===== config.mk =====
export PLATFORM = sky130hd
export DESIGN_NAME = http_host_header_extractor_flat
export DESIGN_NICKNAME = d
export VERILOG_FILES = /design/src/hdl/hhe_pkg.sv /design/src/hdl/hhe_channels.sv /design/src/hdl/hhe_emitter.sv /design/src/hdl/http_host_header_extractor.sv /design/src/flat_wrapper.sv
export SDC_FILE = /design/constraint.sdc
export NUM_CORES = 1
export LEC_CHECK = 0
export BUFFER_PORTS_ARGS = -buffer_cell sky130_fd_sc_hd__buf_2
export CORE_ASPECT_RATIO = 1.25
export CORE_MARGIN = 5
export CORE_UTILIZATION = 57
export DETAILED_ROUTE_END_ITERATION = 7
export GPL_TIMING_DRIVEN = 1
export PLACE_DENSITY = 0.82
export SETUP_SLACK_MARGIN = 0.3
export SLEW_MARGIN = 20
export SYNTH_ARGS = -nofsm -noshare
export SYNTH_HDL_FRONTEND = slang
export SYNTH_SLANG_ARGS = --single-unit
export TNS_END_PERCENT = 5

===== constraint.sdc =====
create_clock -name clock -period 5.8 [get_ports clock]
set_input_delay 1.16 -clock clock [delete_from_list [all_inputs] [get_ports clock]]
set_output_delay 1.16 -clock clock [all_outputs]
set_load 0.1 [all_outputs]

===== src/hdl/hhe_pkg.sv =====
// Shared constants, types and character helpers for the HTTP Host header extractor.
// Depends on nothing; hhe_emitter and the top level refer to it by scoped names.
package hhe_pkg;

   localparam logic [7:0] CHAR_CR    = 8'h0D;
   localparam logic [7:0] CHAR_LF    = 8'h0A;
   localparam logic [7:0] CHAR_TAB   = 8'h09;
   localparam logic [7:0] CHAR_SPACE = 8'h20;
   localparam logic [7:0] CHAR_COLON = 8'h3A;
   localparam logic [7:0] CHAR_DASH  = 8'h2D;
   localparam logic [7:0] CHAR_DOT   = 8'h2E;

   // Length of the "host:" tag; the last tag byte is the colon.
   localparam logic [2:0] TAG_LEN = 3'd5;

   // Counts saturate at the top of their seven bits.
   localparam logic [6:0] COUNT_SAT = 7'd127;
   // The capacity register never acts above this value.
   localparam logic [6:0] CAP_CEIL  = 7'd64;
   localparam logic [6:0] CAP_RESET = 7'd64;

   localparam logic [3:0] ST_OK        = 4'd0;
   localparam logic [3:0] ST_NO_HOST   = 4'd1;
   localparam logic [3:0] ST_TRUNCATED = 4'd2;
   localparam logic [3:0] ST_BARE_CR   = 4'd3;
   localparam logic [3:0] ST_DUPLICATE = 4'd4;
   localparam logic [3:0] ST_EMPTY     = 4'd5;
   localparam logic [3:0] ST_BAD_PORT  = 4'd6;
   localparam logic [3:0] ST_TOO_LONG  = 4'd7;
   localparam logic [3:0] ST_BAD_CHAR  = 4'd8;

   // Command from the parser to the result sequencer.
   typedef struct packed {
      logic       fail;     // give one failure word with code
      logic       host;     // stream the buffered host, length bytes
      logic [3:0] code;
      logic [6:0] length;
   } start_type;

   function automatic logic [7:0] lower_byte(input logic [7:0] b);
      logic [7:0] r;
      r = b;
      if (b >= 8'h41 && b <= 8'h5A) begin
         r = b + 8'd32;
      end
      return r;
   endfunction

   function automatic logic is_blank(input logic [7:0] b);
      return (b == CHAR_SPACE) || (b == CHAR_TAB);
   endfunction

   function automatic logic is_digit(input logic [7:0] b);
      return (b >= 8'h30) && (b <= 8'h39);
   endfunction

   function automatic logic is_host_char(input logic [7:0] b);
      return ((b >= 8'h61) && (b <= 8'h7A)) || ((b >= 8'h41) && (b <= 8'h5A)) ||
             is_digit(b) || (b == CHAR_DASH) || (b == CHAR_DOT);
   endfunction

   // Lower-case letters of the tag "host", by position.
   function automatic logic [7:0] tag_char(input logic [1:0] pos);
      logic [7:0] r;
      case (pos)
         2'd0: begin
            r = 8'h68;
         end
         2'd1: begin
            r = 8'h6F;
         end
         2'd2: begin
            r = 8'h73;
         end
         default: begin
            r = 8'h74;
         end
      endcase
      return r;
   endfunction

   function automatic logic [6:0] sat_add(input logic [6:0] a, input logic [6:0] b);
      logic [7:0] s;
      s = {1'b0, a} + {1'b0, b};
      return (s > {1'b0, COUNT_SAT}) ? COUNT_SAT : s[6:0];
   endfunction

endpackage


===== src/hdl/hhe_channels.sv =====
// Valid/ready channel interfaces for the HTTP Host header extractor.
// Depends on nothing; field widths are fixed by the channel definitions.
interface hhe_req_if;
   logic       valid;
   logic       ready;
   logic [7:0] data_byte;
   logic       end_of_request;
   modport source (output valid, output data_byte, output end_of_request, input ready);
   modport sink   (input valid, input data_byte, input end_of_request, output ready);
endinterface

interface hhe_rsp_if;
   logic       valid;
   logic       ready;
   logic [3:0] status;
   logic [7:0] host_char;
   logic [5:0] host_length;
   logic       last;
   modport source (output valid, output status, output host_char, output host_length,
                   output last, input ready);
   modport sink   (input valid, input status, input host_char, input host_length,
                   input last, output ready);
endinterface

interface hhe_csr_if;
   logic       valid;
   logic       ready;
   logic [6:0] host_capacity;
   modport source (output valid, output host_capacity, input ready);
   modport sink   (input valid, input host_capacity, output ready);
endinterface


===== src/hdl/hhe_emitter.sv =====
// Host buffer memory and result sequencer of the HTTP Host header extractor.
// Depends on hhe_pkg and the channel interfaces in hhe_channels.sv.
module hhe_emitter #(
   parameter int HOST_MAX = 64
) (
   input  logic                        clock,
   input  logic                        reset,
   input  logic                        wr_en,
   input  logic [$clog2(HOST_MAX)-1:0] wr_addr,
   input  logic [7:0]                  wr_data,
   input  hhe_pkg::start_type          start,
   output logic                        busy,
   hhe_rsp_if.source                   rsp_bus
);

   localparam int AW = $clog2(HOST_MAX);

   logic [7:0]    mem [HOST_MAX];
   logic [7:0]    rd_data_ff;
   logic [AW-1:0] rd_addr_ff, rd_addr_in;
   logic [6:0]    rem_ff, rem_in;
   logic [5:0]    len_ff, len_in;

   // Staging word between the memory read and the output register.
   logic          s1_valid_ff, s1_valid_in;
   logic          s1_host_ff, s1_host_in;
   logic [3:0]    s1_code_ff, s1_code_in;
   logic          s1_last_ff, s1_last_in;

   logic          out_valid_ff, out_valid_in;
   logic [3:0]    out_status_ff;
   logic [7:0]    out_char_ff;
   logic [5:0]    out_len_ff;
   logic          out_last_ff;

   logic          s1_move;
   logic          rd_issue;

   assign s1_move  = s1_valid_ff && (!out_valid_ff || rsp_bus.ready);
   assign rd_issue = (rem_ff != 7'd0) && (!s1_valid_ff || s1_move);
   assign busy     = (rem_ff != 7'd0) || s1_valid_ff;

   always_comb begin
      rd_addr_in   = rd_addr_ff;
      rem_in       = rem_ff;
      len_in       = len_ff;
      s1_valid_in  = s1_valid_ff;
      s1_host_in   = s1_host_ff;
      s1_code_in   = s1_code_ff;
      s1_last_in   = s1_last_ff;
      out_valid_in = out_valid_ff;
      if (s1_move) begin
         s1_valid_in  = 1'b0;
         out_valid_in = 1'b1;
      end else if (rsp_bus.ready) begin
         out_valid_in = 1'b0;
      end
      if (rd_issue) begin
         s1_valid_in = 1'b1;
         s1_host_in  = 1'b1;
         s1_code_in  = hhe_pkg::ST_OK;
         s1_last_in  = (rem_ff == 7'd1);
         rd_addr_in  = rd_addr_ff + AW'(1);
         rem_in      = rem_ff - 7'd1;
      end
      if (start.fail) begin
         s1_valid_in = 1'b1;
         s1_host_in  = 1'b0;
         s1_code_in  = start.code;
         s1_last_in  = 1'b1;
      end else if (start.host) begin
         rem_in     = start.length;
         len_in     = start.length[5:0];
         rd_addr_in = '0;
      end
   end

   always_ff @(posedge clock) begin
      if (wr_en) begin
         mem[wr_addr] <= wr_data;
      end
      if (rd_issue) begin
         rd_data_ff <= mem[rd_addr_ff];
      end
   end

   always_ff @(posedge clock) begin
      if (reset) begin
         rem_ff       <= 7'd0;
         s1_valid_ff  <= 1'b0;
         out_valid_ff <= 1'b0;
      end else begin
         rem_ff       <= rem_in;
         s1_valid_ff  <= s1_valid_in;
         out_valid_ff <= out_valid_in;
      end
      rd_addr_ff <= rd_addr_in;
      len_ff     <= len_in;
      s1_host_ff <= s1_host_in;
      s1_code_ff <= s1_code_in;
      s1_last_ff <= s1_last_in;
      if (s1_move) begin
         out_status_ff <= s1_code_ff;
         out_char_ff   <= s1_host_ff ? rd_data_ff : 8'd0;
         out_len_ff    <= s1_host_ff ? len_ff : 6'd0;
         out_last_ff   <= s1_last_ff;
      end
   end

   assign rsp_bus.valid       = out_valid_ff;
   assign rsp_bus.status      = out_status_ff;
   assign rsp_bus.host_char   = out_char_ff;
   assign rsp_bus.host_length = out_len_ff;
   assign rsp_bus.last        = out_last_ff;

endmodule


===== src/hdl/http_host_header_extractor.sv =====
// Top level of the HTTP Host header extractor: byte parser and capacity register.
// Depends on hhe_pkg, the interfaces in hhe_channels.sv and hhe_emitter.
//
// The block takes an HTTP request one byte per word on req_bus, with end_of_request
// set on the final byte, and finds the Host header. The request line is skipped; each
// header line is matched against "host:" without regard to case, the value is trimmed
// of blanks, an all-digit port after the first colon is dropped, and the host name is
// checked and stored lower-cased in an on-chip buffer of HOST_MAX bytes. At the blank
// line that closes the headers the host comes out on rsp_bus one byte per word, with
// its length on every word and last on the final one; any failure, including a request
// that ends early, gives a single word whose status names the cause. After a result
// is given, the rest of the request is consumed silently. The capacity register on
// csr_bus (reset 64) bounds the host length: it must be below the capacity, which
// acts as at most 64 and at most HOST_MAX; below two, every request answers "too
// long". Timing: parsing takes one byte per clock cycle while the result sequencer
// is not busy. The byte that completes a decision holds off the next input byte
// while its result words leave through the buffer's single read port, and longer
// if rsp_bus.ready is held low. The buffer needs no clearing after reset.
module http_host_header_extractor #(
   parameter int HOST_MAX = 64
) (
   input  logic      clock,
   input  logic      reset,
   hhe_req_if.sink   req_bus,
   hhe_rsp_if.source rsp_bus,
   hhe_csr_if.sink   csr_bus
);

   localparam int AW = $clog2(HOST_MAX);
   localparam logic [6:0] CAP_LIMIT = 7'((HOST_MAX < 64) ? HOST_MAX : 64);
   localparam logic [8:0] BUF_DEPTH = 9'(HOST_MAX);

   typedef enum logic [2:0] {
      PH_REQ, PH_PREFIX, PH_SKIP, PH_LEAD, PH_HOST, PH_PORT, PH_CR
   } phase_type;

   phase_type  phase_ff, phase_in;
   phase_type  saved_ff, saved_in;
   logic [2:0] prefix_ff, prefix_in;
   logic       found_ff, found_in;
   logic [3:0] pend_ff, pend_in;
   logic [6:0] count_ff, count_in;
   logic [6:0] space_ff, space_in;
   logic       trail_ff, trail_in;
   logic       decided_ff, decided_in;
   logic       badc_ff, badc_in;
   logic       badp_ff, badp_in;
   logic [6:0] cap_ff;

   logic       busy;
   logic       accept;
   logic [6:0] cap_eff;
   logic [7:0] b;

   logic                 wr_en;
   logic [AW-1:0]        wr_addr;
   logic [7:0]           wr_data;
   hhe_pkg::start_type   start;

   assign csr_bus.ready = 1'b1;
   assign req_bus.ready = !busy;
   assign accept        = req_bus.valid && !busy;
   assign b             = req_bus.data_byte;
   assign cap_eff       = (cap_ff > CAP_LIMIT) ? CAP_LIMIT : cap_ff;

   always_ff @(posedge clock) begin
      if (reset) begin
         cap_ff <= hhe_pkg::CAP_RESET;
      end else if (csr_bus.valid) begin
         cap_ff <= csr_bus.host_capacity;
      end
   end

   // Next-state logic of the parser. Steps are taken in the order the header
   // grammar demands: line endings first, then the per-phase byte handling,
   // then the host byte store, then the line-end decision.
   always_comb begin
      logic      gave;
      logic      do_end;
      logic      do_hb;
      logic      colon;
      phase_type kind;
      logic [3:0] code;

      phase_in   = phase_ff;
      saved_in   = saved_ff;
      prefix_in  = prefix_ff;
      found_in   = found_ff;
      pend_in    = pend_ff;
      count_in   = count_ff;
      space_in   = space_ff;
      trail_in   = trail_ff;
      decided_in = decided_ff;
      badc_in    = badc_ff;
      badp_in    = badp_ff;
      wr_en      = 1'b0;
      wr_addr    = '0;
      wr_data    = hhe_pkg::lower_byte(b);
      start      = '0;
      gave       = 1'b0;
      do_end     = 1'b0;
      do_hb      = 1'b0;
      colon      = 1'b0;
      kind       = phase_ff;
      code       = hhe_pkg::ST_OK;

      if (accept && cap_eff >= 7'd2 && !decided_ff) begin
         if (phase_ff == PH_CR) begin
            if (b == hhe_pkg::CHAR_LF) begin
               do_end = 1'b1;
               kind   = saved_ff;
            end else begin
               gave       = 1'b1;
               start.fail = 1'b1;
               start.code = hhe_pkg::ST_BARE_CR;
            end
         end else if (b == hhe_pkg::CHAR_CR) begin
            saved_in = phase_ff;
            phase_in = PH_CR;
         end else if (b == hhe_pkg::CHAR_LF) begin
            do_end = 1'b1;
         end else begin
            case (phase_ff)
               PH_REQ: begin
                  prefix_in = 3'd1;
               end
               PH_PREFIX: begin
                  if ((prefix_ff < 3'd4) ?
                      (hhe_pkg::lower_byte(b) == hhe_pkg::tag_char(prefix_ff[1:0])) :
                      ((prefix_ff == 3'd4) && (b == hhe_pkg::CHAR_COLON))) begin
                     prefix_in = prefix_ff + 3'd1;
                     if (prefix_in == hhe_pkg::TAG_LEN) begin
                        if (found_ff) begin
                           pend_in  = hhe_pkg::ST_DUPLICATE;
                           phase_in = PH_SKIP;
                        end else begin
                           phase_in = PH_LEAD;
                           count_in = 7'd0;
                           space_in = 7'd0;
                           trail_in = 1'b0;
                           badc_in  = 1'b0;
                           badp_in  = 1'b0;
                        end
                     end
                  end else begin
                     phase_in = PH_SKIP;
                  end
               end
               PH_LEAD: begin
                  if (b == hhe_pkg::CHAR_COLON) begin
                     phase_in = PH_PORT;
                  end else if (!hhe_pkg::is_blank(b)) begin
                     phase_in = PH_HOST;
                     do_hb    = 1'b1;
                  end
               end
               PH_HOST: begin
                  if (hhe_pkg::is_blank(b)) begin
                     space_in = hhe_pkg::sat_add(space_ff, 7'd1);
                     trail_in = 1'b1;
                  end else if (b == hhe_pkg::CHAR_COLON) begin
                     // Blanks inside the host before the port count as bad characters.
                     if (space_ff != 7'd0) begin
                        count_in = hhe_pkg::sat_add(count_ff, space_ff);
                        badc_in  = 1'b1;
                     end
                     space_in = 7'd0;
                     trail_in = 1'b0;
                     phase_in = PH_PORT;
                  end else begin
                     do_hb = 1'b1;
                  end
               end
               PH_PORT: begin
                  if (hhe_pkg::is_blank(b)) begin
                     trail_in = 1'b1;
                  end else begin
                     if (trail_ff || !hhe_pkg::is_digit(b)) begin
                        badp_in = 1'b1;
                     end
                     trail_in = 1'b0;
                  end
               end
               default: begin
               end
            endcase
         end

         // Store one host byte; a pending run of blanks first joins the host.
         if (do_hb) begin
            if (space_ff != 7'd0) begin
               count_in = hhe_pkg::sat_add(count_in, space_ff);
               badc_in  = 1'b1;
               space_in = 7'd0;
               trail_in = 1'b0;
            end
            if (!hhe_pkg::is_host_char(b)) begin
               badc_in = 1'b1;
            end else if ({2'b00, count_in} < BUF_DEPTH) begin
               wr_en   = 1'b1;
               wr_addr = AW'(count_in);
            end
            count_in = hhe_pkg::sat_add(count_in, 7'd1);
         end

         if (do_end) begin
            case (kind)
               PH_REQ: begin
                  if (prefix_ff == 3'd0) begin
                     gave       = 1'b1;
                     start.fail = 1'b1;
                     start.code = hhe_pkg::ST_NO_HOST;
                  end
               end
               PH_PREFIX: begin
                  // An empty line closes the headers.
                  if (prefix_ff == 3'd0) begin
                     gave = 1'b1;
                     if (found_ff && count_ff != 7'd0) begin
                        start.host   = 1'b1;
                        start.length = count_ff;
                     end else begin
                        start.fail = 1'b1;
                        start.code = hhe_pkg::ST_NO_HOST;
                     end
                  end
               end
               PH_SKIP: begin
                  if (pend_ff != hhe_pkg::ST_OK) begin
                     gave       = 1'b1;
                     start.fail = 1'b1;
                     start.code = pend_ff;
                  end
               end
               PH_LEAD, PH_HOST, PH_PORT: begin
                  colon = (kind == PH_PORT);
                  if (colon && count_ff == 7'd0) begin
                     code = hhe_pkg::ST_EMPTY;
                  end else if (colon && badp_ff) begin
                     code = hhe_pkg::ST_BAD_PORT;
                  end else if (count_ff == 7'd0) begin
                     code = hhe_pkg::ST_EMPTY;
                  end else if (count_ff >= cap_eff) begin
                     code = hhe_pkg::ST_TOO_LONG;
                  end else if (badc_ff) begin
                     code = hhe_pkg::ST_BAD_CHAR;
                  end
                  if (code != hhe_pkg::ST_OK) begin
                     gave       = 1'b1;
                     start.fail = 1'b1;
                     start.code = code;
                  end else begin
                     found_in = 1'b1;
                  end
               end
               default: begin
               end
            endcase
            if (!gave) begin
               phase_in  = PH_PREFIX;
               prefix_in = 3'd0;
            end
         end
         if (gave) begin
            decided_in = 1'b1;
         end
      end

      // The final byte settles any open request and clears the parse state.
      if (accept && req_bus.end_of_request) begin
         if (!decided_ff && !gave) begin
            start.fail = 1'b1;
            start.code = (cap_eff < 7'd2) ? hhe_pkg::ST_TOO_LONG : hhe_pkg::ST_TRUNCATED;
         end
         phase_in   = PH_REQ;
         saved_in   = PH_REQ;
         prefix_in  = 3'd0;
         found_in   = 1'b0;
         pend_in    = hhe_pkg::ST_OK;
         count_in   = 7'd0;
         space_in   = 7'd0;
         trail_in   = 1'b0;
         decided_in = 1'b0;
         badc_in    = 1'b0;
         badp_in    = 1'b0;
      end
   end

   always_ff @(posedge clock) begin
      if (reset) begin
         phase_ff   <= PH_REQ;
         saved_ff   <= PH_REQ;
         prefix_ff  <= 3'd0;
         found_ff   <= 1'b0;
         pend_ff    <= hhe_pkg::ST_OK;
         count_ff   <= 7'd0;
         space_ff   <= 7'd0;
         trail_ff   <= 1'b0;
         decided_ff <= 1'b0;
         badc_ff    <= 1'b0;
         badp_ff    <= 1'b0;
      end else begin
         phase_ff   <= phase_in;
         saved_ff   <= saved_in;
         prefix_ff  <= prefix_in;
         found_ff   <= found_in;
         pend_ff    <= pend_in;
         count_ff   <= count_in;
         space_ff   <= space_in;
         trail_ff   <= trail_in;
         decided_ff <= decided_in;
         badc_ff    <= badc_in;
         badp_ff    <= badp_in;
      end
   end

   hhe_emitter #(
      .HOST_MAX (HOST_MAX)
   ) u_emitter (
      .clock   (clock),
      .reset   (reset),
      .wr_en   (wr_en),
      .wr_addr (wr_addr),
      .wr_data (wr_data),
      .start   (start),
      .busy    (busy),
      .rsp_bus (rsp_bus)
   );

endmodule


===== src/flat_wrapper.sv =====
// flat-port wrapper written by rule: the top's interface ports become plain ports
module http_host_header_extractor_flat 
#(
   parameter int HOST_MAX = 64
)
  (clock, reset, req_bus_valid, req_bus_data_byte, req_bus_end_of_request, req_bus_ready, rsp_bus_valid, rsp_bus_status, rsp_bus_host_char, rsp_bus_host_length, rsp_bus_last, rsp_bus_ready, csr_bus_valid, csr_bus_host_capacity, csr_bus_ready);
  hhe_req_if req_bus_i ();
  hhe_rsp_if rsp_bus_i ();
  hhe_csr_if csr_bus_i ();
  input  logic clock;
  input  logic reset;
  input wire logic [$bits(req_bus_i.valid)-1:0] req_bus_valid;
  input wire logic [$bits(req_bus_i.data_byte)-1:0] req_bus_data_byte;
  input wire logic [$bits(req_bus_i.end_of_request)-1:0] req_bus_end_of_request;
  output wire logic [$bits(req_bus_i.ready)-1:0] req_bus_ready;
  output wire logic [$bits(rsp_bus_i.valid)-1:0] rsp_bus_valid;
  output wire logic [$bits(rsp_bus_i.status)-1:0] rsp_bus_status;
  output wire logic [$bits(rsp_bus_i.host_char)-1:0] rsp_bus_host_char;
  output wire logic [$bits(rsp_bus_i.host_length)-1:0] rsp_bus_host_length;
  output wire logic [$bits(rsp_bus_i.last)-1:0] rsp_bus_last;
  input wire logic [$bits(rsp_bus_i.ready)-1:0] rsp_bus_ready;
  input wire logic [$bits(csr_bus_i.valid)-1:0] csr_bus_valid;
  input wire logic [$bits(csr_bus_i.host_capacity)-1:0] csr_bus_host_capacity;
  output wire logic [$bits(csr_bus_i.ready)-1:0] csr_bus_ready;
  assign req_bus_i.valid = req_bus_valid;
  assign req_bus_i.data_byte = req_bus_data_byte;
  assign req_bus_i.end_of_request = req_bus_end_of_request;
  assign req_bus_ready = req_bus_i.ready;
  assign rsp_bus_valid = rsp_bus_i.valid;
  assign rsp_bus_status = rsp_bus_i.status;
  assign rsp_bus_host_char = rsp_bus_i.host_char;
  assign rsp_bus_host_length = rsp_bus_i.host_length;
  assign rsp_bus_last = rsp_bus_i.last;
  assign rsp_bus_i.ready = rsp_bus_ready;
  assign csr_bus_i.valid = csr_bus_valid;
  assign csr_bus_i.host_capacity = csr_bus_host_capacity;
  assign csr_bus_ready = csr_bus_i.ready;
  http_host_header_extractor #(.HOST_MAX(HOST_MAX)) u_core (.clock(clock), .reset(reset), .req_bus(req_bus_i), .rsp_bus(rsp_bus_i), .csr_bus(csr_bus_i));
endmodule

**After elaboration in Yosys (flattened, before gate mapping)**

Memory sizes are Yosys's and may differ from the RTL's. A register that Yosys moved wholly into a read port is not among the register bits.
Cells that the tools add are included.

- $add $sub $neg: 8
- $lt $le $gt $ge: 16
- Equal/unequal tests: 28
- Multiplexer cells: 174
- Bitwise logic cells: 5
- Reduce and logical (&&, ||, !) cells: 51

Operator list:

| kind | number |
|---|---|
| 7-bit two-way mux | 34 |
| 8-bit two-way mux | 11 |
| 1-bit two-way mux | 68 |
| 4-bit two-way mux | 17 |
| 3-bit two-way mux | 21 |
| 6-bit two-way mux | 7 |
| 13-bit two-way mux | 3 |
| 8-bit by 6-bit equality test with 1-bit output, second input constant | 4 |
| 8-bit by 7-bit > comparator with 1-bit output, second input constant | 4 |
| 7-bit case mux with 2 select lines | 2 |
| 8-bit by 4-bit equality test with 1-bit output, second input constant | 3 |
| 3-bit equality test, second input constant | 7 |
| 7-bit nonzero test | 3 |
| 7-bit by 1-bit adder with 8-bit output, second input constant | 2 |
| 7-bit by 7-bit adder with 8-bit output | 2 |
| 8-bit by 7-bit greater-or-equal comparator with 1-bit output, second input constant | 2 |
| 8-bit by 7-bit less-or-equal comparator with 1-bit output, second input constant | 2 |
| 4-bit case mux with 4 select lines | 1 |
| 5-bit case mux with 3 select lines | 1 |
| 1-bit logical AND | 14 |
| 10-bit AND reduction | 1 |
| 3-bit by 2-bit equality test with 1-bit output, second input constant | 3 |
| 3-bit zero test | 3 |
| 1-bit logical OR | 9 |
| other kinds (38) | 58 |

- Register bits: 82
- Bits in writable memories: 512
- Input port bits: 21
- Word-level logic and storage cells: 307
- Memories kept: 1

Memories:

| name | depth | width | read ports | clocked after Yosys merged registers in | write ports | RTL line | text |
|---|---|---|---|---|---|---|---|
| u_core.u_emitter.mem | 64 | 8 | 1 | 1 | 1 | hhe_emitter.sv:18 | `logic [7:0] mem [HOST_MAX];` |

**Longest topological paths before layout**

Gate-level depths: netlist (run 1).

- Word-level depth: 29
- Mapped depth: 21
- Mapped depth without buffers: 20

**By module**

Synthesis (run 1) repeated with hierarchy kept, for this count alone.

- Cells, all modules: 1760
- Area total of the unflattened synthesis: 26431.6 um^2

By module, submodules not included:

| module | times used | cells an instance | area an instance (um^2) | seq. area each (um^2) |
|---|---|---|---|---|
| hhe_emitter | 1 | 1178 | 22143.7 | 16826.1 |
| http_host_header_extractor | 1 | 582 | 4287.9 | 720.7 |

**Worst setup path after synthesis (run 1)**

No wires, ideal clock.

- Kind: input to register
- Start point: input req_bus_data_byte[1]
- End point: memory u_core.u_emitter.mem[32][0] (enable)
- Setup time: 0.370 ns
- Data arrival time: 5.344 ns
- Required time: 5.430 ns
- Slack: 0.086 ns
- Stages: 17
- Path buffers: 2
- Cell sequence: buf_4 or3_4 a2111oi_2 o2111ai_1 o21ai_2 buf_4 o211ai_1 a21o_1 ha_1 a211o_1 a2111oi_0 o21ai_0 o22a_1 and2_1 nor4_4 nand2_2 nor2_1

- Word-level cells in the longest chain between the ends: 29
- Elaborated cells on any way between the ends: 65
- Classes of those cells: add/sub (2); order compare (8); eq/ne (8); mux (38); reduce/logical (9)

Ends and longest elaborated chain:

| item | RTL line | text |
|---|---|---|
| start, declared | flat_wrapper.sv:13 | `input wire logic [$bits(req_bus_i.data_byte)-1:0] req_bus_data_byte;` |
| 8-bit by 7-bit greater-or-equal comparator with 1-bit output / 8-bit by 7-bit less-or-equal comparator with 1-bit output (equally long branches) | hhe_pkg.sv:43, hhe_pkg.sv:58 |  |
| 1-bit logical AND | hhe_pkg.sv:43, hhe_pkg.sv:58 |  |
| 8-bit two-way mux | hhe_pkg.sv:43 | `if (b >= 8'h41 && b <= 8'h5A) begin` |
| 8-bit two-way mux | http_host_header_extractor.sv:123 | `case (phase_ff)` |
| 8-bit two-way mux | http_host_header_extractor.sv:120 | `end else if (b == hhe_pkg::CHAR_LF) begin` |
| 8-bit two-way mux | http_host_header_extractor.sv:117 | `end else if (b == hhe_pkg::CHAR_CR) begin` |
| 8-bit two-way mux | http_host_header_extractor.sv:108 | `if (phase_ff == PH_CR) begin` |
| 8-bit two-way mux | http_host_header_extractor.sv:107 | `if (accept && cap_eff >= 7'd2 && !decided_ff) begin` |
| (+13 left out) | - |  |
| 7-bit two-way mux | http_host_header_extractor.sv:107 |  |
| 7-bit < comparator | http_host_header_extractor.sv:199 | `end else if ({2'b00, count_in} < BUF_DEPTH) begin` |
| 1-bit two-way mux | http_host_header_extractor.sv:199 |  |
| 1-bit two-way mux | http_host_header_extractor.sv:197 | `if (!hhe_pkg::is_host_char(b)) begin` |
| 1-bit two-way mux | http_host_header_extractor.sv:190 | `if (do_hb) begin` |
| 1-bit two-way mux | http_host_header_extractor.sv:107 |  |
| 1-bit two-way mux | hhe_emitter.sv:79 | `if (wr_en) begin` |
| 1-bit two-way mux (implied by the code) | hhe_emitter.sv:80 | `mem[wr_addr] <= wr_data;` |
| end, declared | hhe_emitter.sv:18 |  |

Several ways; a longest one is shown, not always the timed one. The select of a mux whose other input is x is not followed.

**Worst setup path in the final report (run 1)**

- Start point: register u_core.prefix_ff[0]
- End point: memory u_core.u_emitter.mem[7][1] (enable)

- Word-level cells in the longest chain between the ends: 28
- Elaborated cells on any way between the ends: 40
- Classes of those cells: add/sub (2); order compare (3); eq/ne (5); mux (28); reduce/logical (2)

Ends and longest elaborated chain:

| item | RTL line | text |
|---|---|---|
| start, declared | http_host_header_extractor.sv:39 | `logic [2:0] prefix_ff, prefix_in;` |
| start signal, assigned | http_host_header_extractor.sv:305 | `prefix_ff <= prefix_in;` |
| 2-bit equality test, or another cell as far along | hhe_pkg.sv:65 | `case (pos)` |
| 5-bit case mux with 3 select lines | hhe_pkg.sv:65 |  |
| 8-bit two-way mux | http_host_header_extractor.sv:123 |  |
| 8-bit two-way mux | http_host_header_extractor.sv:120 |  |
| 8-bit two-way mux | http_host_header_extractor.sv:117 |  |
| 8-bit two-way mux | http_host_header_extractor.sv:108 |  |
| 8-bit two-way mux | http_host_header_extractor.sv:107 |  |
| 8-bit equality test | http_host_header_extractor.sv:129 | `(hhe_pkg::lower_byte(b) == hhe_pkg::tag_char(prefix_ff[1:0])) :` |
| (+12 left out) | - |  |
| 7-bit two-way mux * | http_host_header_extractor.sv:107 |  |
| 7-bit < comparator | http_host_header_extractor.sv:199 |  |
| 1-bit two-way mux | http_host_header_extractor.sv:199 |  |
| 1-bit two-way mux | http_host_header_extractor.sv:197 |  |
| 1-bit two-way mux | http_host_header_extractor.sv:190 |  |
| 1-bit two-way mux | http_host_header_extractor.sv:107 |  |
| 1-bit two-way mux | hhe_emitter.sv:79 |  |
| 1-bit two-way mux (implied by the code) | hhe_emitter.sv:80 |  |

Every way passes the cells marked *; elsewhere a longest branch is shown, timed or not. The select of a mux whose other input is x is not followed.

==> results of run 1 <==
==> how the worst max path moves through the flow <==
| stage | startpoint | endpoint | slack (ps) |
|---|---|---|---|
| after floorplan | req_bus_data_byte[1] | u_core.u_emitter.mem[16][0] | 160 |
| after global placement | req_bus_data_byte[0] | u_core.u_emitter.mem[7][3] | 70 |
| after detailed placement | req_bus_data_byte[0] | u_core.u_emitter.mem[7][4] | -30 |
| after CTS | u_core.prefix_ff[0] | u_core.u_emitter.mem[7][1] | 500 |
| after global routing | u_core.count_ff[0] | u_core.u_emitter.mem[7][1] | 90 |
| final | u_core.prefix_ff[0] | u_core.u_emitter.mem[7][1] | 440 |
==> sequential cells by signal, summed over array words and instances, names as in the netlist, 7 cells and up <==
signal                              count
u_core.cap_ff                           7
u_core.u_emitter.rem_ff                 7
u_core.u_emitter.mem                  512
u_core.space_ff                         7
u_core.u_emitter.rsp_bus.host_char      8
u_core.count_ff                         7
u_core.u_emitter.rd_data_ff             8
==> synthesized netlist by cell type, types with 12 or more instances <==
cell type / number / area share [%]
sky130_fd_sc_hd__nand2_1: 86 / 1.2
sky130_fd_sc_hd__buf_1: 20 / 0.29
sky130_fd_sc_hd__a211oi_1: 13 / 0.38
sky130_fd_sc_hd__o21ai_0: 35 / 0.68
sky130_fd_sc_hd__and2_1: 23 / 0.56
sky130_fd_sc_hd__nor3_1: 17 / 0.33
sky130_fd_sc_hd__nand4_1: 12 / 0.29
sky130_fd_sc_hd__nand3_1: 15 / 0.29
sky130_fd_sc_hd__edfxtp_1: 549 / 64
sky130_fd_sc_hd__ha_1: 33 / 1.6
sky130_fd_sc_hd__mux2i_1: 24 / 0.93
sky130_fd_sc_hd__nor2b_1: 13 / 0.31
sky130_fd_sc_hd__nor2_1: 139 / 2.0
sky130_fd_sc_hd__dfxtp_1: 53 / 4.1
sky130_fd_sc_hd__mux4_2: 156 / 14
sky130_fd_sc_hd__inv_1: 29 / 0.42
sky130_fd_sc_hd__a21o_1: 15 / 0.44
sky130_fd_sc_hd__a31oi_1: 15 / 0.36
sky130_fd_sc_hd__xnor2_1: 14 / 0.47
sky130_fd_sc_hd__a21oi_1: 62 / 1.2
sky130_fd_sc_hd__clkbuf_1: 38 / 0.55
==> cell usage in the layout, fill, tap and decap left out, types with 11 or more instances in the layout <==
master / n
sky130_fd_sc_hd__o21ai_0: 33
sky130_fd_sc_hd__clkbuf_16: 53
sky130_fd_sc_hd__buf_12: 23
sky130_fd_sc_hd__buf_2: 41
sky130_fd_sc_hd__nand2_1: 85
sky130_fd_sc_hd__nor2_2: 50
sky130_fd_sc_hd__mux2i_1: 24
sky130_fd_sc_hd__and2_1: 23
sky130_fd_sc_hd__nand2b_1: 11
sky130_fd_sc_hd__clkbuf_1: 13
sky130_fd_sc_hd__ha_1: 33
sky130_fd_sc_hd__nor2b_1: 12
sky130_fd_sc_hd__a21oi_1: 61
sky130_fd_sc_hd__a21o_1: 15
sky130_fd_sc_hd__a31oi_1: 15
sky130_fd_sc_hd__mux4_2: 156
sky130_fd_sc_hd__nand3_1: 15
sky130_fd_sc_hd__buf_4: 142
sky130_fd_sc_hd__dfxtp_1: 50
sky130_fd_sc_hd__nor3_1: 17
sky130_fd_sc_hd__xnor2_1: 14
sky130_fd_sc_hd__inv_1: 29
sky130_fd_sc_hd__nor2_1: 82
sky130_fd_sc_hd__edfxtp_1: 549
sky130_fd_sc_hd__nand4_1: 12
sky130_fd_sc_hd__a211oi_1: 12
==> cell type report <==
class | instances | area, µm²
well taps | 578 | 723
multi-input cells | 849 | 8160
flip-flops and latches | 602 | 17600
clock buffers | 69 | 1420
fillers | 2865 | 15200
diodes | 1 | 2.50
clock inverters | 27 | 165
repair buffers | 206 | 1730
inverters | 30 | 113
==> kinds of logic (layout without fill, tap and decap cells) <==
kind of cell    Yosys count  count (layout)  synth area share, %
buf+inv                 102             332                 1.63
simple gates            384             384                 7.44
compound gates          228             228                 6.10
fa+ha+maj                35              35                 1.75
xor+xnor                 21              21                0.711
other cells               1               2               0.0145
mux                     180             180                 14.5
flops                   602             602                 67.8
==> power groups by stage <==
stage / registers (W) / clock network, W / logic, W
after floorplan: 0.00540 / 0 / 0.00236
after global placement: 0.00535 / 0 / 0.00336
after detailed placement: 0.00536 / 0 / 0.00344
after CTS: 0.00527 / 0.00330 / 0.00348
after global routing: 0.00531 / 0.00350 / 0.00363
final: 0.00527 / 0.00327 / 0.00347
==> worst max-delay path: stages (launching register included) <==
cell	delay [ps]
sky130_fd_sc_hd__dfxtp_1	440
sky130_fd_sc_hd__inv_1	100
sky130_fd_sc_hd__ha_1	370
sky130_fd_sc_hd__or3_4	370
sky130_fd_sc_hd__a2111oi_4	290
sky130_fd_sc_hd__o2111ai_1	180
sky130_fd_sc_hd__o21ai_2	230
sky130_fd_sc_hd__nand2_1	150
sky130_fd_sc_hd__buf_4	190
sky130_fd_sc_hd__a21o_1	190
sky130_fd_sc_hd__ha_1	290
sky130_fd_sc_hd__o21ai_0	110
sky130_fd_sc_hd__a21bo_2	260
sky130_fd_sc_hd__o21ai_2	220
sky130_fd_sc_hd__a21oi_1	90
sky130_fd_sc_hd__a211oi_1	210
sky130_fd_sc_hd__a31oi_1	130
sky130_fd_sc_hd__nor2_1	180
sky130_fd_sc_hd__nand2_1	130
sky130_fd_sc_hd__buf_4	160
sky130_fd_sc_hd__nor2_1	680
==> metrics by stage <==
step           hold WS (ps)  setup slack, ps  setup TNS (ps)
3_5_place_dp            405            -30.5            -328
5_1_grt                 430             86.7               0
3_3_place_gp            412             67.7               0
6_report                419              439               0
2_1_floorplan           400              155               0
4_1_cts                 419              500               0
==> routing by layer <==
| layer | up-vias | GRT usage, % |
|---|---|---|
| li1 | 6608 | - |
| met1 | 7882 | 33.0 |
| met2 | 921 | 47.8 |
| met3 | 162 | 3.49 |
| met4 | 2 | 8.99 |
| met5 | - | 0 |
==> reports/results.md, run 1 <==
| Item | Value |
| --- | --- |
| Core utilization of the finished layout | 66.3% |
| Endpoint of the most critical register-to-register path | u_core.u_emitter.mem[7][1] |
| Run status | finished, final reports clean |
| Via count of the first global-routing pass | 15900 |
| Cell row count | 87 |
| Clock H-tree levels | 2 |
| Highest metal used | met5 |
| Net count of the finished layout | 1797 |
| CTS tree | yes |
| Share of post-route cells with drive strength above 1 | 30.2% |
| Cells on Worst Hold Path | 0 |
| Post-CTS Hold Buffers | 0 |
| I/O pin total | 43 |
| Max-cap check violation count | 0 |
| Largest net degree at the start of global routing | 65 |
| Share of the clock period used by the worst path after layout | 92.4% |
| Postcts setup bufs | 0 |
| Worst-path fanout max | 8 |
| Cells after synthesis | 1553 |
| Combinational group share of total power | 28.9% |
| Aggregate global routing overflow | 0 |
| Area Overhead vs Synth | 15.5% |
| Count of cell types in the netlist | 94 |
| Fraction of registers with async set or reset after synthesis | 0% |
| Number of vias in the routed layout | 15600 |
| Met2 wire len | 34400 µm |
| Dominant synthesized flop cell | sky130_fd_sc_hd__edfxtp_1 |
| Number of buffer cells added on primary ports | 41 |
| Setup repair after global routing missed its margin | true |
| Launch point of the worst hold path | u_core.u_emitter.s1_code_ff[1] |
| Seq pwr share | 43.9% |
| Number of vias per cell after detailed routing | 6.59 |
| Share of the yosys chip area belonging to registers | 67.8% |
| Synth Register Bits | 602 |
| Worst EP required | 6010 ps |
| Number of slew-limit violations in the final report | 0 |
| Longest Clk Path Bufs | 3 |
| Critical path startpoint category | register |
| Fraction of power spent switching nets | 31.5% |
| Worst R2R Setup Slack | 440 ps |
| DR WL/cell | 27.5 µm |
| Net load switching power | 0.00379 W |
| Final Power | 0.0120 W |
| Time the final worst path needs with I/O delays and setup | 5360 ps |
| Horizontal extent of the die | 201 µm |
| Power share of the clock group | 27.2% |
| Element type at the critical path end | register |
| RePlAce Congestion | 0.936 |
| Final setup skew | 13.3 ps |
| Length of routed met3 wiring | 4970 µm |
| Pre-Repair DR Iteration Count | 5 |
| Source-to-sink clock delay at the later pin of the worst-skew pair | 590 ps |
| Slew of the pin with the lowest slew margin | 925 ps |
| HPWL after DPL | 42700 µm |
| Count of flip-flops with a built-in enable after synthesis | 549 |
| Initial drt markers | 1798 |
| Path depth of the worst reg2reg path | 20 |
| Category of the critical setup timing path | reg -> reg |
| PostCTS Resize Cnt | 0 |
| Yosys warning count | 0 |
| Total CTS buffers | 52 |
| Die footprint | 49800 µm² |
| Worst max-slew margin expressed relative to the limit | 38.2% |
| Post-route DRC violation count | 0 |
| Worst min-delay path class | reg -> reg |
| Clock root cell | sky130_fd_sc_hd__clkbuf_16 |
| Global-route wire length before repair | 99000 µm |
| VDD IR-drop max | 272 µV |
| Placed Instance Area | 28300 µm² |
| Average cell area after synthesis | 16.7 µm² |
| Leak Pwr | 9.97 nW |
| GRT Resource Usage Total | 26.3% |
| Final instance area | 29900 µm² |
| Worst endpoint data arrival time | 5570 ps |
| Vertical extent of the die | 248 µm |
| Number of antenna violations at the first check in global routing | 2 |
| Post-Syn Nets | 1609 |
| Crit Reg-Reg Startpoint | u_core.prefix_ff[0] |
| Power density over the cells | 402 nW/µm² |
| Max Freq | 187 MHz |
| Final setup viols | 0 |
| Detailed-route wire length | 65000 µm |
| Number of placed cells counting well taps | 2265 |
| Post-synth design cell area | 25900 µm² |
| Int Power | 0.00823 W |
| Total number of clock tree sinks | 602 |
| Core Box Area | 45100 µm² |
| CTS clock-pin slew for the worst setup and hold paths | 60 ps |
| End of the worst hold path | u_core.u_emitter.rsp_bus.status[1] |
| Total routed wire length on the met1 layer | 23100 µm |
| Starting Density | 57.4% |
| Finished Layout Cells | 2362 |
| Remaining antenna violation count after routing | 0 |
| Number of endpoints with negative hold slack in the final report | 0 |
Note: power is estimated with default switching activity, not from simulation.
==> inputs of run 2 (changes only) <==
==> constraint.sdc (replaced) <==
create_clock -name clock -period 4.4 [get_ports clock]
set_input_delay 0.88 -clock clock [delete_from_list [all_inputs] [get_ports clock]]
set_output_delay 0.88 -clock clock [all_outputs]
set_load 0.1 [all_outputs]
==> run 2 against run 1 <==
Net effect:
- the run now ends with negative setup slack left
- wire length increased by 14%
- power grew 38%
- cell count increased by 4.7%
- global-route usage is 3.2 points higher
- maximum frequency rose by 8.4%
- largest cell class unchanged
==> reports/results.md, run 2 (synthesis gave the netlist of run 1 again) <==
| Item | Value |
| --- | --- |
| CTS clock-pin slew for the worst setup and hold paths | 60 ps |
| Source-to-sink clock delay at the later pin of the worst-skew pair | 630 ps |
| I/O pin total | 43 |
| Final instance area | 31900 µm² |
| Number of slew-limit violations in the final report | 0 |
| Slack of the critical path | -545 ps |
| Slowest cell on crit path | sky130_fd_sc_hd__a2111oi_4 |
| Failing checks | negative setup slack |
| Global-route wire length before repair | 109000 µm |
| Run status | complete, but fails checks |
| Finished Layout Cells | 2473 |
| Final-layout worst hold slack | 422 ps |
| Number of vias per cell after detailed routing | 6.69 |
| Element type at the critical path end | register |
| Initial drt markers | 1998 |
| Buf/Inv on CP | 5 |
| Placed Instance Area | 29000 µm² |
| Time the final worst path needs with I/O delays and setup | 4940 ps |
| Slew of the pin with the lowest slew margin | 1030 ps |
| Final setup skew | 32.8 ps |
| Net count of the finished layout | 1905 |
| Leading cell type in the layout, fill and taps excluded | sky130_fd_sc_hd__edfxtp_1 |
| Number of antenna violations at the first check in global routing | 8 |
| Power density over the cells | 521 nW/µm² |
| Cell row count | 87 |
| Worst endpoint data arrival time | 5260 ps |
| Detailed-route wire length | 74000 µm |
| Number of placed cells counting well taps | 2332 |
| Total CTS buffers | 54 |
| Pre-CTS worst setup slack | -1260 ps |
| RePlAce Congestion | 0.951 |
| Family with the most delay on the worst path | compound AO/OA/AOI/OAI gates |
| Clock H-tree levels | 2 |
| Worst-path fanout max | 8 |
| Fillers | 2544 |
| Remaining antenna violation count after routing | 0 |
| Largest net degree at the start of global routing | 68 |
| Vertical extent of the die | 248 µm |
| Cell mode on critical path | sky130_fd_sc_hd__buf_6 |
| Worst max-slew margin expressed relative to the limit | 31.3% |
| Share of post-route cells with drive strength above 1 | 37.4% |
| Core Box Area | 45100 µm² |
| Top library cells by usage in the layout, fill and taps aside | sky130_fd_sc_hd__edfxtp_1, sky130_fd_sc_hd__buf_4, sky130_fd_sc_hd__mux4_2, sky130_fd_sc_hd__nand2_1, sky130_fd_sc_hd__nor2_1 |
| VDD IR-drop max | 324 µV |
| Post-route DRC violation count | 0 |
| Setup repair after global routing missed its margin | true |
| Number of buffer cells added on primary ports | 41 |
| Number of endpoints with negative hold slack in the final report | 0 |
| CTS tree | yes |
| Highest cell delay on the worst timing path | 450 ps |
| Worst EP required | 4720 ps |
| Cell breakdown of the critical path | inv_2 > ha_4 > or3_4 > a2111oi_4 > o2111ai_2 > o21ai_2 > buf_6 > o211ai_1 > a21o_1 > ha_4 > a211o_4 > a2111oi_4 > o21ai_2 > buf_4 > o22a_1 > and2_4 > nor4_4 > buf_6 > nand2_8 > nor2_2 > buf_6 |
| Max Freq | 202 MHz |
| Critical path startpoint category | register |
| Total number of clock tree sinks | 602 |
| Worst min-delay path class | reg -> reg |
| Leak Pwr | 10.7 nW |
| Final setup viols | 519 |
| Pre-Repair DR Iteration Count | 6 |
| Horizontal extent of the die | 201 µm |
| HPWL after DPL | 44800 µm |
| Die footprint | 49800 µm² |
| Longest Clk Path Bufs | 3 |
| Aggregate global routing overflow | 0 |
| Max-cap check violation count | 0 |
| Share of the clock period used by the worst path after layout | 112% |
| Clock root cell | sky130_fd_sc_hd__clkbuf_16 |
| Area Overhead vs Synth | 23.2% |
| GRT Resource Usage Total | 29.5% |
| Post-CTS Hold Buffers | 0 |
| Via count of the first global-routing pass | 16800 |
| Category of the critical setup timing path | reg -> reg |
| Number of flip-flops under the largest register name | 512 |
| Register with the most flip-flops | u_core.u_emitter.mem |
| Number of vias in the routed layout | 16600 |
| DR WL/cell | 29.9 µm |
| Starting Density | 57.4% |
[run 2: final cells by class]
class | count | area (µm²) | area share, %
Sequential cell | 602 | 17600 | 55.1
Multi-Input combinational cell | 849 | 8760 | 27.5
Timing Repair Buffer | 312 | 2950 | 9.27
Clock buffer | 68 | 1440 | 4.50
Tap cell | 578 | 723 | 2.27
Clock inverter | 29 | 302 | 0.946
Inverter | 30 | 113 | 0.353
Antenna cell | 5 | 12.5 | 0.0393
[run 2: worst paths after layout]
| kind | start | end | slack [ps] | cells past startpoint |
|---|---|---|---|---|
| worst min-delay path | u_core.u_emitter.s1_code_ff[1] | u_core.u_emitter.rsp_bus.status[1] | 420 | 0 |
| worst max register to register | u_core.prefix_ff[0] | u_core.u_emitter.mem[39][5] | -540 | 21 |
| worst min register to register | u_core.u_emitter.s1_code_ff[1] | u_core.u_emitter.rsp_bus.status[1] | 420 | 0 |
| worst max-delay path | u_core.prefix_ff[0] | u_core.u_emitter.mem[39][5] | -540 | 21 |
[run 2: layer usage]
layer / up-vias / GRT usage [%] / wire length, µm
met2: 1144 / 51.9 / 37800
met1: 8292 / 35.6 / 24500
li1: 6822 / - / -
met3: 290 / 5.07 / 6710
met4: 4 / 15.2 / 4850
met5: - / 0 / 27
[run 2: what timing repair did]
action / 4_1_cts / 5_1_grt
gates resized for setup: 117 / 46
buffers inserted: 29 / 10
setup endpoints to repair: 519 / 519
gates cloned: 0 / 0
pin swaps: 51 / 31
[run 2: metrics by stage]
step / utilization, % / power (W) / TNS [ps]
after floorplan: - / 0.0102 / -424050
after global placement: 64.3 / 0.0116 / -551430
after detailed placement: 64.3 / 0.0117 / -595920
after CTS: 70.0 / 0.0165 / -220560
after global routing: 70.7 / 0.0171 / -338350
final: 70.7 / 0.0166 / -245090
[run 2: report_power, final]
group | internal (W) | switching (W)
logic | 0.00218 | 0.00271
registers | 0.00653 | 0.000449
clock network | 0.00257 | 0.00216
total | 0.0113 | 0.00532
